**src/rtl/float32_square_root_assert.svh**
```systemverilog
// Assertion macros for the float32 square root block.
// Included by the top level; no other dependencies.
`ifndef FLOAT32_SQUARE_ROOT_ASSERT_SVH
`define FLOAT32_SQUARE_ROOT_ASSERT_SVH
`ifndef ASSERT_OFF
`define FSQ_ASSERT_IMPL(label, clk, rst_n, prop) \
    label: assert property (@(posedge clk) disable iff (!rst_n) prop) \
        else $error("assertion failed");
`define FSQ_ASSERT_NEXT(label, clk, rst_n, a, b) \
    label: assert property (@(posedge clk) disable iff (!rst_n) (a) |=> (b)) \
        else $error("assertion failed");
`else
`define FSQ_ASSERT_IMPL(label, clk, rst_n, prop)
`define FSQ_ASSERT_NEXT(label, clk, rst_n, a, b)
`endif
`endif

```
**src/rtl/fsqrt_pkg.sv**
```systemverilog
// Shared types and constants for the float32 square root block.
// No dependencies.
`timescale 1ns / 1ps
package fsqrt_pkg;
    localparam int unsigned NumSteps = 27;
    localparam int unsigned RemW     = 29;
    localparam logic [31:0] RootNegNan = 32'hFFC00000;
    localparam logic [31:0] RootPosInf = 32'h7F800000;
    localparam logic [7:0]  ExpBias    = 8'd127;

    localparam logic [2:0] RmRne = 3'd0;
    localparam logic [2:0] RmRtz = 3'd1;
    localparam logic [2:0] RmRdn = 3'd2;
    localparam logic [2:0] RmRup = 3'd3;
    localparam logic [2:0] RmRmm = 3'd4;

    // Data moving from one root cell to the next.
    typedef struct packed {
        logic              valid;
        logic              special;
        logic [31:0]       spec_val;
        logic [2:0]        rm;
        logic [7:0]        exp;
        logic [53:0]       rad;
        logic [RemW-1:0]   rem;
        logic [NumSteps-1:0] q;
    } t_cell;
endpackage

```
**src/rtl/float32_square_root.sv**
```systemverilog
// Top level of the float32 square root: unpack, 27 root cells, rounding.
// Depends on fsqrt_pkg, fsqrt_unpack, fsqrt_cell, fsqrt_round.
// Channel | Ports                             | Transfer
// input   | i_operand, i_rounding_mode        | start high and busy low
// result  | o_root                            | o_done high for one cycle
// One item enters every cycle; busy is always low.
// The pipeline has one unpack stage, one cell per root bit and one round stage.
// Reset is synchronous, active low, and clears the valid bits of all stages.
// The receiver cannot stall, so the pipeline never holds.
`timescale 1ns / 1ps
`include "float32_square_root_assert.svh"
module float32_square_root (
    input  logic        i_clk,
    input  logic        i_rst_n,
    input  logic        start,
    output logic        busy,
    input  logic [31:0] i_operand,
    input  logic [2:0]  i_rounding_mode,
    output logic        o_done,
    output logic [31:0] o_root
);
    localparam int unsigned N = fsqrt_pkg::NumSteps;
    fsqrt_pkg::t_cell chain [N+1];
    logic neg_root;

    assign busy = 1'b0;
    assign neg_root = o_done & o_root[31];

    fsqrt_unpack u_unpack (
        .i_clk(i_clk), .i_rst_n(i_rst_n), .i_valid(start),
        .i_operand(i_operand), .i_rounding_mode(i_rounding_mode),
        .o_cell(chain[0])
    );

    for (genvar k = 0; k < N; k++) begin : g_cells
        fsqrt_cell u_cell (
            .i_clk(i_clk), .i_rst_n(i_rst_n),
            .i_cell(chain[k]), .o_cell(chain[k+1])
        );
    end

    fsqrt_round u_round (
        .i_clk(i_clk), .i_rst_n(i_rst_n), .i_cell(chain[N]),
        .o_done(o_done), .o_root(o_root)
    );

    `FSQ_ASSERT_NEXT(a_first_valid, i_clk, i_rst_n, start, chain[0].valid)
    `FSQ_ASSERT_NEXT(a_last_done, i_clk, i_rst_n, chain[N].valid, o_done)
    `FSQ_ASSERT_IMPL(a_special_sign, i_clk, i_rst_n, neg_root |-> (&o_root[30:23] || ~|o_root[30:0]))
endmodule

```
**src/rtl/fsqrt_unpack.sv**
```systemverilog
// Front stage: special values, subnormal normalization and exponent halving.
// Depends on fsqrt_pkg.
`timescale 1ns / 1ps
module fsqrt_unpack (
    input  logic               i_clk,
    input  logic               i_rst_n,
    input  logic               i_valid,
    input  logic [31:0]        i_operand,
    input  logic [2:0]         i_rounding_mode,
    output fsqrt_pkg::t_cell   o_cell
);
    logic        sign;
    logic [7:0]  e;
    logic [22:0] m;
    logic [4:0]  lz;
    logic [23:0] sig;
    logic signed [9:0] unb;
    logic signed [9:0] half;
    fsqrt_pkg::t_cell n_cell, r_cell;

    assign sign = i_operand[31];
    assign e    = i_operand[30:23];
    assign m    = i_operand[22:0];

    always_comb begin
        lz = 5'd22;
        for (int i = 0; i <= 22; i++) begin
            if (m[i]) lz = 5'(22 - i);
        end
    end

    always_comb begin
        n_cell = '0;
        n_cell.valid = i_valid;
        n_cell.rm = i_rounding_mode;
        if (e != 8'd0) begin
            sig = {1'b1, m};
            unb = $signed({2'b00, e}) - 10'sd127;
        end else begin
            sig = 24'({m, 1'b0} << lz);
            unb = -10'sd127 - $signed({5'd0, lz});
        end
        half = unb >>> 1;
        n_cell.exp = 8'(half + 10'sd127);
        n_cell.rad = unb[0] ? {sig, 30'd0} : {1'b0, sig, 29'd0};
        if (e == 8'hFF && m != 23'd0) begin
            n_cell.special = 1'b1;
            n_cell.spec_val = i_operand | 32'h00400000;
        end else if (e == 8'd0 && m == 23'd0) begin
            n_cell.special = 1'b1;
            n_cell.spec_val = {sign, 31'd0};
        end else if (sign) begin
            n_cell.special = 1'b1;
            n_cell.spec_val = fsqrt_pkg::RootNegNan;
        end else if (e == 8'hFF) begin
            n_cell.special = 1'b1;
            n_cell.spec_val = fsqrt_pkg::RootPosInf;
        end
    end

    always_ff @(posedge i_clk) begin
        if (!i_rst_n) begin
            r_cell <= '0;
        end else begin
            r_cell <= n_cell;
        end
    end

    assign o_cell = r_cell;
endmodule

```
**src/rtl/fsqrt_cell.sv**
```systemverilog
// One restoring root cell: produces one root bit per item and passes it on.
// Depends on fsqrt_pkg.
`timescale 1ns / 1ps
module fsqrt_cell (
    input  logic             i_clk,
    input  logic             i_rst_n,
    input  fsqrt_pkg::t_cell i_cell,
    output fsqrt_pkg::t_cell o_cell
);
    localparam int unsigned W = fsqrt_pkg::RemW + 2;
    logic [W-1:0] cur, trial;
    fsqrt_pkg::t_cell n_cell, r_cell;

    always_comb begin
        n_cell = i_cell;
        cur   = {i_cell.rem, i_cell.rad[53:52]};
        trial = {2'b00, i_cell.q, 2'b01};
        if (cur >= trial) begin
            n_cell.rem = fsqrt_pkg::RemW'(cur - trial);
            n_cell.q   = {i_cell.q[fsqrt_pkg::NumSteps-2:0], 1'b1};
        end else begin
            n_cell.rem = fsqrt_pkg::RemW'(cur);
            n_cell.q   = {i_cell.q[fsqrt_pkg::NumSteps-2:0], 1'b0};
        end
        n_cell.rad = {i_cell.rad[51:0], 2'b00};
    end

    always_ff @(posedge i_clk) begin
        if (!i_rst_n) begin
            r_cell <= '0;
        end else begin
            r_cell <= n_cell;
        end
    end

    assign o_cell = r_cell;
endmodule

```
**src/rtl/fsqrt_round.sv**
```systemverilog
// Final stage: rounding and packing of the result.
// Depends on fsqrt_pkg.
`timescale 1ns / 1ps
module fsqrt_round (
    input  logic             i_clk,
    input  logic             i_rst_n,
    input  fsqrt_pkg::t_cell i_cell,
    output logic             o_done,
    output logic [31:0]      o_root
);
    logic [23:0] mant;
    logic g, r, s, up;
    logic [24:0] sum;
    logic [7:0]  ex;
    logic        r_done, n_done;
    logic [31:0] r_root, n_root;

    always_comb begin
        mant = i_cell.q[26:3];
        g = i_cell.q[2];
        r = i_cell.q[1];
        s = i_cell.q[0] | (i_cell.rem != '0);
        case (i_cell.rm)
            fsqrt_pkg::RmRne: up = g & (mant[0] | r | s);
            fsqrt_pkg::RmRup: up = g | r | s;
            fsqrt_pkg::RmRmm: up = g;
            default:          up = 1'b0;
        endcase
        sum = {1'b0, mant} + {24'd0, up};
        ex  = i_cell.exp + {7'd0, sum[24]};
        n_done = i_cell.valid;
        n_root = i_cell.special ? i_cell.spec_val : {1'b0, ex, sum[22:0]};
    end

    always_ff @(posedge i_clk) begin
        if (!i_rst_n) begin
            r_done <= 1'b0;
        end else begin
            r_done <= n_done;
        end
        r_root <= n_root;
    end

    assign o_done = r_done;
    assign o_root = r_root;
endmodule

```
**config.mk**
```make
export PLATFORM = sky130hd
export DESIGN_NAME = float32_square_root
export DESIGN_NICKNAME = d
export VERILOG_FILES = /design/src/rtl/fsqrt_pkg.sv /design/src/rtl/float32_square_root.sv /design/src/rtl/fsqrt_unpack.sv /design/src/rtl/fsqrt_cell.sv /design/src/rtl/fsqrt_round.sv
export VERILOG_INCLUDE_DIRS = /design/src /design/src/rtl
export SDC_FILE = /design/constraint.sdc
export NUM_CORES = 2
export LEC_CHECK = 0
export ABC_AREA = 1
export BUFFER_PORTS_ARGS = -buffer_cell sky130_fd_sc_hd__buf_2
export CAP_MARGIN = 5
export CORE_MARGIN = 3
export CORE_UTILIZATION = 53
export CTS_CLUSTER_DIAMETER = 40
export DETAILED_ROUTE_END_ITERATION = 10
export HOLD_SLACK_MARGIN = 0.05
export PLACE_DENSITY = 0.75
export SLEW_MARGIN = 20
export SYNTH_ARGS = -nofsm -noshare
export SYNTH_HDL_FRONTEND = slang
export SYNTH_SLANG_ARGS = --single-unit
```
**constraint.sdc**
```tcl
create_clock -name i_clk -period 3.4 [get_ports i_clk]
set_input_delay 0.17 -clock i_clk [delete_from_list [all_inputs] [get_ports i_clk]]
set_output_delay 0.17 -clock i_clk [all_outputs]
set_load 0.005 [all_outputs]
```
# Yosys cells after proc, flatten, opt, wreduce, memory -nomap -nowiden

Cells that the tools add are included.
Widths: inputs -> output; s select.

Bits in registers: 4261
Input bits: 38
Logic and storage cells: 389
Output and inout bits: 34

$add $sub $neg: 32
Muxes and demuxes: 58
Equal/unequal tests: 3
Reduce and logical (&&, ||, !) cells: 10
Shift-type cells: 1
Order comparisons: 27
Bitwise logic cells: 7

Operator list:

| operator            | count |
|---|---|
| $mux 56             | 27 |
| $ge 31x29->1        | 26 |
| $sub 29x29->29      | 26 |
| $mux 33             | 4 |
| $mux 5              | 21 |
| $mux 53             | 1 |
| $mux 31             | 1 |
| $reduce_bool 29->1  | 1 |
| $add 24x1->25       | 1 |
| $mux 24             | 1 |
| $shl 24x5->24       | 1 |
| $logic_not 23->1    | 1 |
| $reduce_bool 23->1  | 1 |
| $mux 9              | 1 |
| $sub 8x6->9 const A | 1 |
| $sub 8x7->9 const B | 1 |
| $add 8x1->8         | 1 |
| $add 8x8->8 const B | 1 |
| $eq 8x8->1 const B  | 1 |
| $logic_not 8->1     | 1 |
| $reduce_bool 8->1   | 1 |
| $or 1x1->1          | 5 |
| $eq 3x2->1 const B  | 1 |
| $eq 3x3->1 const B  | 1 |
| other kinds (10)    | 11 |

# Depth between registers and ports, before layout

Word-level depth: 25
Gate-level depth with buffers: 34
Depth with buffers taken out: 33

# Modules after synthesis

A second synthesis with hierarchy kept.

Cells, all modules: 29808
Area, all modules: 196502.2 um^2

Modules (own cells, without submodules):

| module                              | area an instance (um^2) | sequential area each (um^2) | cells an instance | instances |
|---|---|---|---|---|
| fsqrt_cell at g_cells[0].u_cell ... | 7036.7                  | 3062.9                      | 1066              | 26 |
| fsqrt_cell at g_cells[1].u_cell     | 7018.0                  | 3062.9                      | 1065              | 1 |
| fsqrt_unpack                        | 4615.7                  | 1401.3                      | 722               | 1 |
| fsqrt_round                         | 1901.8                  | 660.6                       | 303               | 1 |
| float32_square_root                 | 11.3                    | 0.0                         | 2                 | 1 |

# Worst setup path before layout

Ideal clock, no wire load.

Path kind: register to register
From: reg g_cells[26].u_cell.r_cell, in the netlist g_cells[26].u_cell.o_cell[118]
To: reg u_round.r_root[30], in the netlist u_round.o_root[30]
Path buffers: 0
Required time: 3.326 ns
Library setup time: 0.074 ns
Cell stages (with the launch flop): 22
Data arrival time: 3.114 ns
Setup slack: 0.212 ns
Period minus slack after synthesis: 3.188 ns
Cell sequence: dfxtp_1 nand2_1 a21boi_0 o31a_1 ha_1 ha_1 nand4_1 nor2_1 nand2_1 nor2_1 inv_1 nor3_1 nand4_1 inv_1 nand2_1 nor4b_1 ha_1 nand4_1 nor3_1 nand2_1 xor2_1 o21ai_0

Word-level cells in the longest chain between the ends: 5
Elaborated cells on any way between the ends: 7
Those cells by class: add/sub: 2; eq/ne: 2; mux: 2; reduce/logical: 1

RTL lines:

| what                                     | line              | text |
|---|---|---|
| start, declared                          | fsqrt_cell.sv:12  | `fsqrt_pkg::t_cell n_cell, r_cell;` |
| start signal, assigned                   | fsqrt_cell.sv:32  | `r_cell <= n_cell;` |
| $eq 3x3->1, or another cell as far along | fsqrt_round.sv:23 | `case (i_cell.rm)` |
| $pmux 1 s3 *                             | fsqrt_round.sv:23 |  |
| $add 24x1->25 *                          | fsqrt_round.sv:29 | `sum = {1'b0, mant} + {24'd0, up};` |
| $add 8x1->8 *                            | fsqrt_round.sv:30 | `ex = i_cell.exp + {7'd0, sum[24]};` |
| $mux 31 *                                | fsqrt_round.sv:32 | `n_root = i_cell.special ? i_cell.spec_val : {1'b0, ex, sum[22:0]};` |
| named net u_round.n_root[30]             | fsqrt_round.sv:16 | `logic [31:0] r_root, n_root;` |
| end signal, assigned                     | fsqrt_round.sv:41 | `r_root <= n_root;` |
| end, declared                            | fsqrt_round.sv:16 |  |

The timed path passes the listed nets; every way through them passes the cells marked *.
A chain may end at the register's enable or synchronous reset.

# Worst setup path after layout

Same ends and word-level chain as after synthesis.

==> run_summary.xml <==
<?xml version="1.0" encoding="UTF-8"?>
<metrics>
  <group name="synthesis">
    <metric name="synth_area_leaders" unit="">sky130_fd_sc_hd__dfxtp_1 52%, sky130_fd_sc_hd__inv_1 10%, sky130_fd_sc_hd__nand2_1 10%</metric>
    <metric name="yosys_warnings" unit="">0</metric>
    <metric name="sequential_area_share_after_synthesis" unit="%">51.7</metric>
    <metric name="synthesis.area_per_instance" unit="um2">7.93</metric>
    <metric name="post_synth_mux_area_share" unit="%">0.0101</metric>
    <metric name="synth_most_common_cell" unit="">sky130_fd_sc_hd__inv_1</metric>
    <metric name="synth_cell_type_count" unit="">84</metric>
    <metric name="synth-async-reset-ratio" unit="%">0</metric>
    <metric name="ys_seq_elements" unit="">2569</metric>
    <metric name="synth_top_family_by_area" unit="">simple AND/OR/NAND/NOR gates</metric>
    <metric name="ys_dominant_reg_cell" unit="">sky130_fd_sc_hd__dfxtp_1</metric>
    <metric name="synth-edff-count" unit="">0</metric>
    <metric name="post_synth_inst_count" unit="">12600</metric>
    <metric name="synth_top_cell_area_share" unit="%">51.7</metric>
    <metric name="synthesis.area" unit="um2">99500</metric>
    <metric name="synth-simple-area-share" unit="%">17.2</metric>
    <metric name="netlist_top_cells_count" unit="">2,742 x sky130_fd_sc_hd__inv_1, 2,681 x sky130_fd_sc_hd__nand2_1, 2,569 x sky130_fd_sc_hd__dfxtp_1</metric>
    <metric name="synth-compound-area-share" unit="%">9.92</metric>
    <metric name="post-synth-top-area-cell" unit="">sky130_fd_sc_hd__dfxtp_1</metric>
    <metric name="synth_adder_area_share" unit="%">5.17</metric>
    <metric name="synthXorXnorAreaFrac" unit="%">3.95</metric>
  </group>
  <group name="sta">
    <metric name="timing.final.setup_violations" unit="">4</metric>
    <metric name="clock-skew-final" unit="ps">83.3</metric>
    <metric name="max_freq" unit="MHz">283</metric>
    <metric name="worst_slew_margin_rel" unit="%">37.1</metric>
    <metric name="final.min_clock_period" unit="ps">3540</metric>
    <metric name="report.final.hold_viol_count" unit="">0</metric>
    <metric name="rsz0062_at_grt" unit="">yes</metric>
    <metric name="fin_crit_sh" unit="%">104</metric>
    <metric name="report.final.slew_viol_count" unit="">0</metric>
    <metric name="final.setup.worst_slack" unit="ps">-138</metric>
    <metric name="fin_tns_setup" unit="ps">-321</metric>
    <metric name="tightest_slew" unit="ps">944</metric>
  </group>
  <group name="clock_tree">
    <metric name="tritoncts.num_buffers" unit="">305</metric>
    <metric name="clk-insertion-delay-late" unit="ps">930</metric>
    <metric name="clock_tree.root_cell" unit="">sky130_fd_sc_hd__clkbuf_16</metric>
    <metric name="clock_tree.buffer_depth" unit="">4</metric>
    <metric name="htree_levels" unit="">5</metric>
    <metric name="cts_tree" unit="">yes</metric>
    <metric name="cts_sinks" unit="">2569</metric>
    <metric name="clk_pin_slew" unit="ps">50</metric>
  </group>
  <group name="floorplan">
    <metric name="floorplan.core_area" unit="um2">186000</metric>
    <metric name="std_cell_rows" unit="">158</metric>
    <metric name="initial_utilization" unit="%">53.5</metric>
    <metric name="die_h" unit="um">439</metric>
    <metric name="design.portCount" unit="">72</metric>
    <metric name="dieArea" unit="um2">193000</metric>
    <metric name="die_w" unit="um">439</metric>
  </group>
  <group name="power">
    <metric name="power_report.internal_total" unit="mW">66.4</metric>
    <metric name="p_comb_share" unit="%">32.6</metric>
    <metric name="switching_power" unit="mW">34.3</metric>
    <metric name="clock_power_share" unit="%">31.7</metric>
    <metric name="static-leakage-power" unit="nW">62.0</metric>
    <metric name="vdd_drop_max" unit="mV">0.622</metric>
    <metric name="seqPwrFrac" unit="%">35.7</metric>
    <metric name="power_per_cell_area" unit="nW/um2">883</metric>
    <metric name="power.share.switching" unit="%">34.1</metric>
  </group>
  <group name="setup_path">
    <metric name="worstSetupStartpoint" unit="">g_cells[26].u_cell.o_cell[118]</metric>
    <metric name="timing.critical_path.max_delay_family" unit="">simple AND/OR/NAND/NOR gates</metric>
    <metric name="worstPathCellList" unit="">nor2_2 -&gt; nand2_1 -&gt; o21ai_1 -&gt; o31a_1 -&gt; ha_2 -&gt; ha_4 -&gt; nand4_1 -&gt; nor2_2 -&gt; nand2_1 -&gt; nor2_2 -&gt; inv_2 -&gt; nor3_4 -&gt; nand4_1 -&gt; inv_1 -&gt; nand2_2 -&gt; nor4b_2 -&gt; ha_2 -&gt; nand4_1 -&gt; nor3_2 -&gt; nand2_1 -&gt; xor2_1 -&gt; o21ai_1</metric>
    <metric name="timing.critical_path.required" unit="ps">4140</metric>
    <metric name="setup_crit_path_kind" unit="">flop to flop</metric>
    <metric name="crit_arrival" unit="ps">4280</metric>
    <metric name="worst-path-max-fanout" unit="">3</metric>
    <metric name="cell_with_the_largest_stage_delay_on_the_worst_path" unit="">sky130_fd_sc_hd__dfxtp_2</metric>
    <metric name="reg2regPathDepth" unit="">22</metric>
    <metric name="worst_setup_path_end_kind" unit="">flop</metric>
    <metric name="worstReg2RegEnd" unit="">u_round.o_root[30]</metric>
    <metric name="start_kind" unit="">flop</metric>
    <metric name="cp_slowest_stage_delay" unit="ps">320</metric>
    <metric name="reg_to_reg_slack_setup" unit="ps">-140</metric>
    <metric name="critical_path_buf_inv_count" unit="">2</metric>
    <metric name="crit-reg2reg-launch" unit="">g_cells[26].u_cell.o_cell[118]</metric>
  </group>
  <group name="run_status">
    <metric name="violated_checks" unit="">negative setup slack</metric>
    <metric name="status" unit="">finished, violations left</metric>
  </group>
  <group name="routing">
    <metric name="post-route-drc-count" unit="">0</metric>
    <metric name="wire_per_inst" unit="um">12.4</metric>
    <metric name="detailedRoute.firstPassIterationCount" unit="">6</metric>
    <metric name="wl" unit="mm">192</metric>
    <metric name="detailedRoute.firstIterationViolations" unit="">4245</metric>
    <metric name="route.vias.total" unit="">72900</metric>
    <metric name="drtAntennaViolNets" unit="">0</metric>
    <metric name="vias_per_cell" unit="">4.71</metric>
  </group>
  <group name="placement">
    <metric name="postPlaceCellArea" unit="um2">103000</metric>
    <metric name="setup_ws_pre_cts" unit="ps">-181</metric>
    <metric name="portBuffers" unit="">70</metric>
    <metric name="globalplace.congestion" unit="">0.907</metric>
    <metric name="place.detailed.hpwl" unit="mm">130</metric>
  </group>
  <group name="cells_and_area">
    <metric name="post-route-cell-area" unit="um2">114000</metric>
    <metric name="antenna-diode-count" unit="">0</metric>
    <metric name="finalCoreUtilization" unit="%">61.3</metric>
    <metric name="area_growth_syn_to_layout" unit="%">14.7</metric>
    <metric name="layout-drive-gt1-share" unit="%">7.28</metric>
    <metric name="finish.net_count" unit="">13200</metric>
  </group>
  <group name="worst_hold_path">
    <metric name="min_delay_path_depth" unit="">4</metric>
    <metric name="worst_hold_path_type" unit="">primary input to flop</metric>
    <metric name="hold_path_end" unit="">u_unpack.o_cell[154]</metric>
    <metric name="hold_path.startpoint" unit="">start</metric>
  </group>
  <group name="global_route">
    <metric name="antenna_found_initial" unit="">0</metric>
    <metric name="via_count_of_the_first_global_routing_pass" unit="">70400</metric>
    <metric name="gr-usage-all-layers" unit="%">19.8</metric>
    <metric name="grt_max_degree" unit="">162</metric>
    <metric name="grt_first_pass_wirelength" unit="mm">324</metric>
    <metric name="aggregate_global_routing_overflow" unit="">0</metric>
  </group>
  <group name="flow_run">
    <metric name="max_cap_viol_count" unit="">0</metric>
  </group>
</metrics>
==> stage by stage <==
step | hold WS, ps | total power, mW | cells
after detailed placement | 370 | 68.3 | 14900
after global placement | 359 | 67.8 | 14900
after floorplan | 268 | 61.2 | 12600
final | 152 | 101 | 15500
after global routing | 106 | 107 | 15500
after CTS | 51.4 | 101 | 15500
==> repair_timing <==
| item | in CTS | in global routing |
|---|---|---|
| setup buffers | 1 | 10 |
| hold buffers | 66 | 1 |
| gates cloned | 0 | 3 |
| setup endpoints to repair | 6 | 88 |
| pin swaps | 1 | 29 |
| hold endpoints to repair | 297 | 3 |
| resized for setup | 9 | 86 |
==> cell families after synthesis <==
logic type | after synthesis
adders and majority gates | 402
muxes | 1
and+or+nand+nor | 4187
other | 1
xor gates and xnor gates | 448
buffers and inverters | 3145
DFF | 2569
AOI/OAI and AO/OA | 1797
==> cell type report <==
| class | count | area [um2] |
|---|---|---|
| fillers | 15500 | 72000 |
| flip-flops and latches | 2569 | 51400 |
| multi-input cells | 6838 | 36400 |
| inverters | 2770 | 10400 |
| clock buffers | 396 | 8450 |
| well taps | 2480 | 3100 |
| repair buffers | 299 | 2640 |
| clock inverters | 125 | 1640 |
==> power groups by stage <==
stage          Combinational [mW]  Clock (mW)  Sequential (mW)
4_1_cts                      32.1        32.6             36.0
6_report                     32.8        31.9             36.0
5_1_grt                      37.2        33.8             36.4
2_1_floorplan                25.5           0             35.7
3_5_place_dp                 31.7           0             36.6
3_3_place_gp                 31.3           0             36.6
==> registers in the layout (all words and copies together), names as in the netlist <==
register,count
u_round.o_root,32
u_round.o_done,1
g_cells.u_cell.o_cell,2466
u_unpack.o_cell,70
==> worst reg2reg max path, delay by kind of cell (launching register included) <==
kind | cells | cell delay, ps
buf+inv | 2 | 170
compound gates | 3 | 290
flops | 1 | 320
fa+ha+maj | 3 | 620
simple gates | 13 | 1850
xor+xnor | 1 | 150
==> layout by cell type, fill, tap and decap left out, types with 16 or more instances in the layout <==
cell type,synthesis,routed
sky130_fd_sc_hd__clkbuf_8,0,39
sky130_fd_sc_hd__nand3_1,296,296
sky130_fd_sc_hd__nor3_1,130,127
sky130_fd_sc_hd__dfxtp_1,2569,2559
sky130_fd_sc_hd__a21oi_2,17,30
sky130_fd_sc_hd__nand2_2,19,22
sky130_fd_sc_hd__inv_6,0,22
sky130_fd_sc_hd__inv_1,2742,2737
sky130_fd_sc_hd__or2_2,25,25
sky130_fd_sc_hd__buf_2,18,67
sky130_fd_sc_hd__xor2_1,227,227
sky130_fd_sc_hd__o211ai_1,19,19
sky130_fd_sc_hd__o21bai_2,17,18
sky130_fd_sc_hd__buf_12,0,26
sky130_fd_sc_hd__o21a_1,23,23
sky130_fd_sc_hd__o21bai_1,25,24
sky130_fd_sc_hd__a21oi_1,907,894
sky130_fd_sc_hd__clkbuf_1,335,48
sky130_fd_sc_hd__dlygate4sd3_1,0,66
sky130_fd_sc_hd__clkbuf_16,0,311
sky130_fd_sc_hd__a31oi_1,23,23
sky130_fd_sc_hd__nor2_2,8,16
sky130_fd_sc_hd__o21ai_2,16,18
sky130_fd_sc_hd__o21ai_1,25,33
sky130_fd_sc_hd__nand4_1,73,73
sky130_fd_sc_hd__ha_1,387,382
sky130_fd_sc_hd__bufinv_16,0,28
sky130_fd_sc_hd__buf_4,9,133
sky130_fd_sc_hd__inv_2,26,29
sky130_fd_sc_hd__xnor2_1,221,221
sky130_fd_sc_hd__nor2_1,807,798
sky130_fd_sc_hd__clkinv_2,0,33
sky130_fd_sc_hd__nor4_1,60,57
sky130_fd_sc_hd__nand2_1,2681,2677
sky130_fd_sc_hd__o21ai_0,612,601
==> worst max-delay path by stage <==
stage	cells after the start	to	slack, ps
final	22	u_round.o_root[30]	-140
after global routing	21	u_round.o_root[30]	-410
after CTS	21	u_round.o_root[29]	-10
after detailed placement	21	u_round.o_root[30]	-180
after floorplan	21	u_round.o_root[30]	210
after global placement	21	u_round.o_root[29]	-130
==> routing by layer <==
layer	routed length [um]	global-route usage, %
met4	7530	8.42
met5	0	0
met2	95600	36.1
met3	7010	2.80
met1	82300	23.0
(Power assumes the default switching activity.)
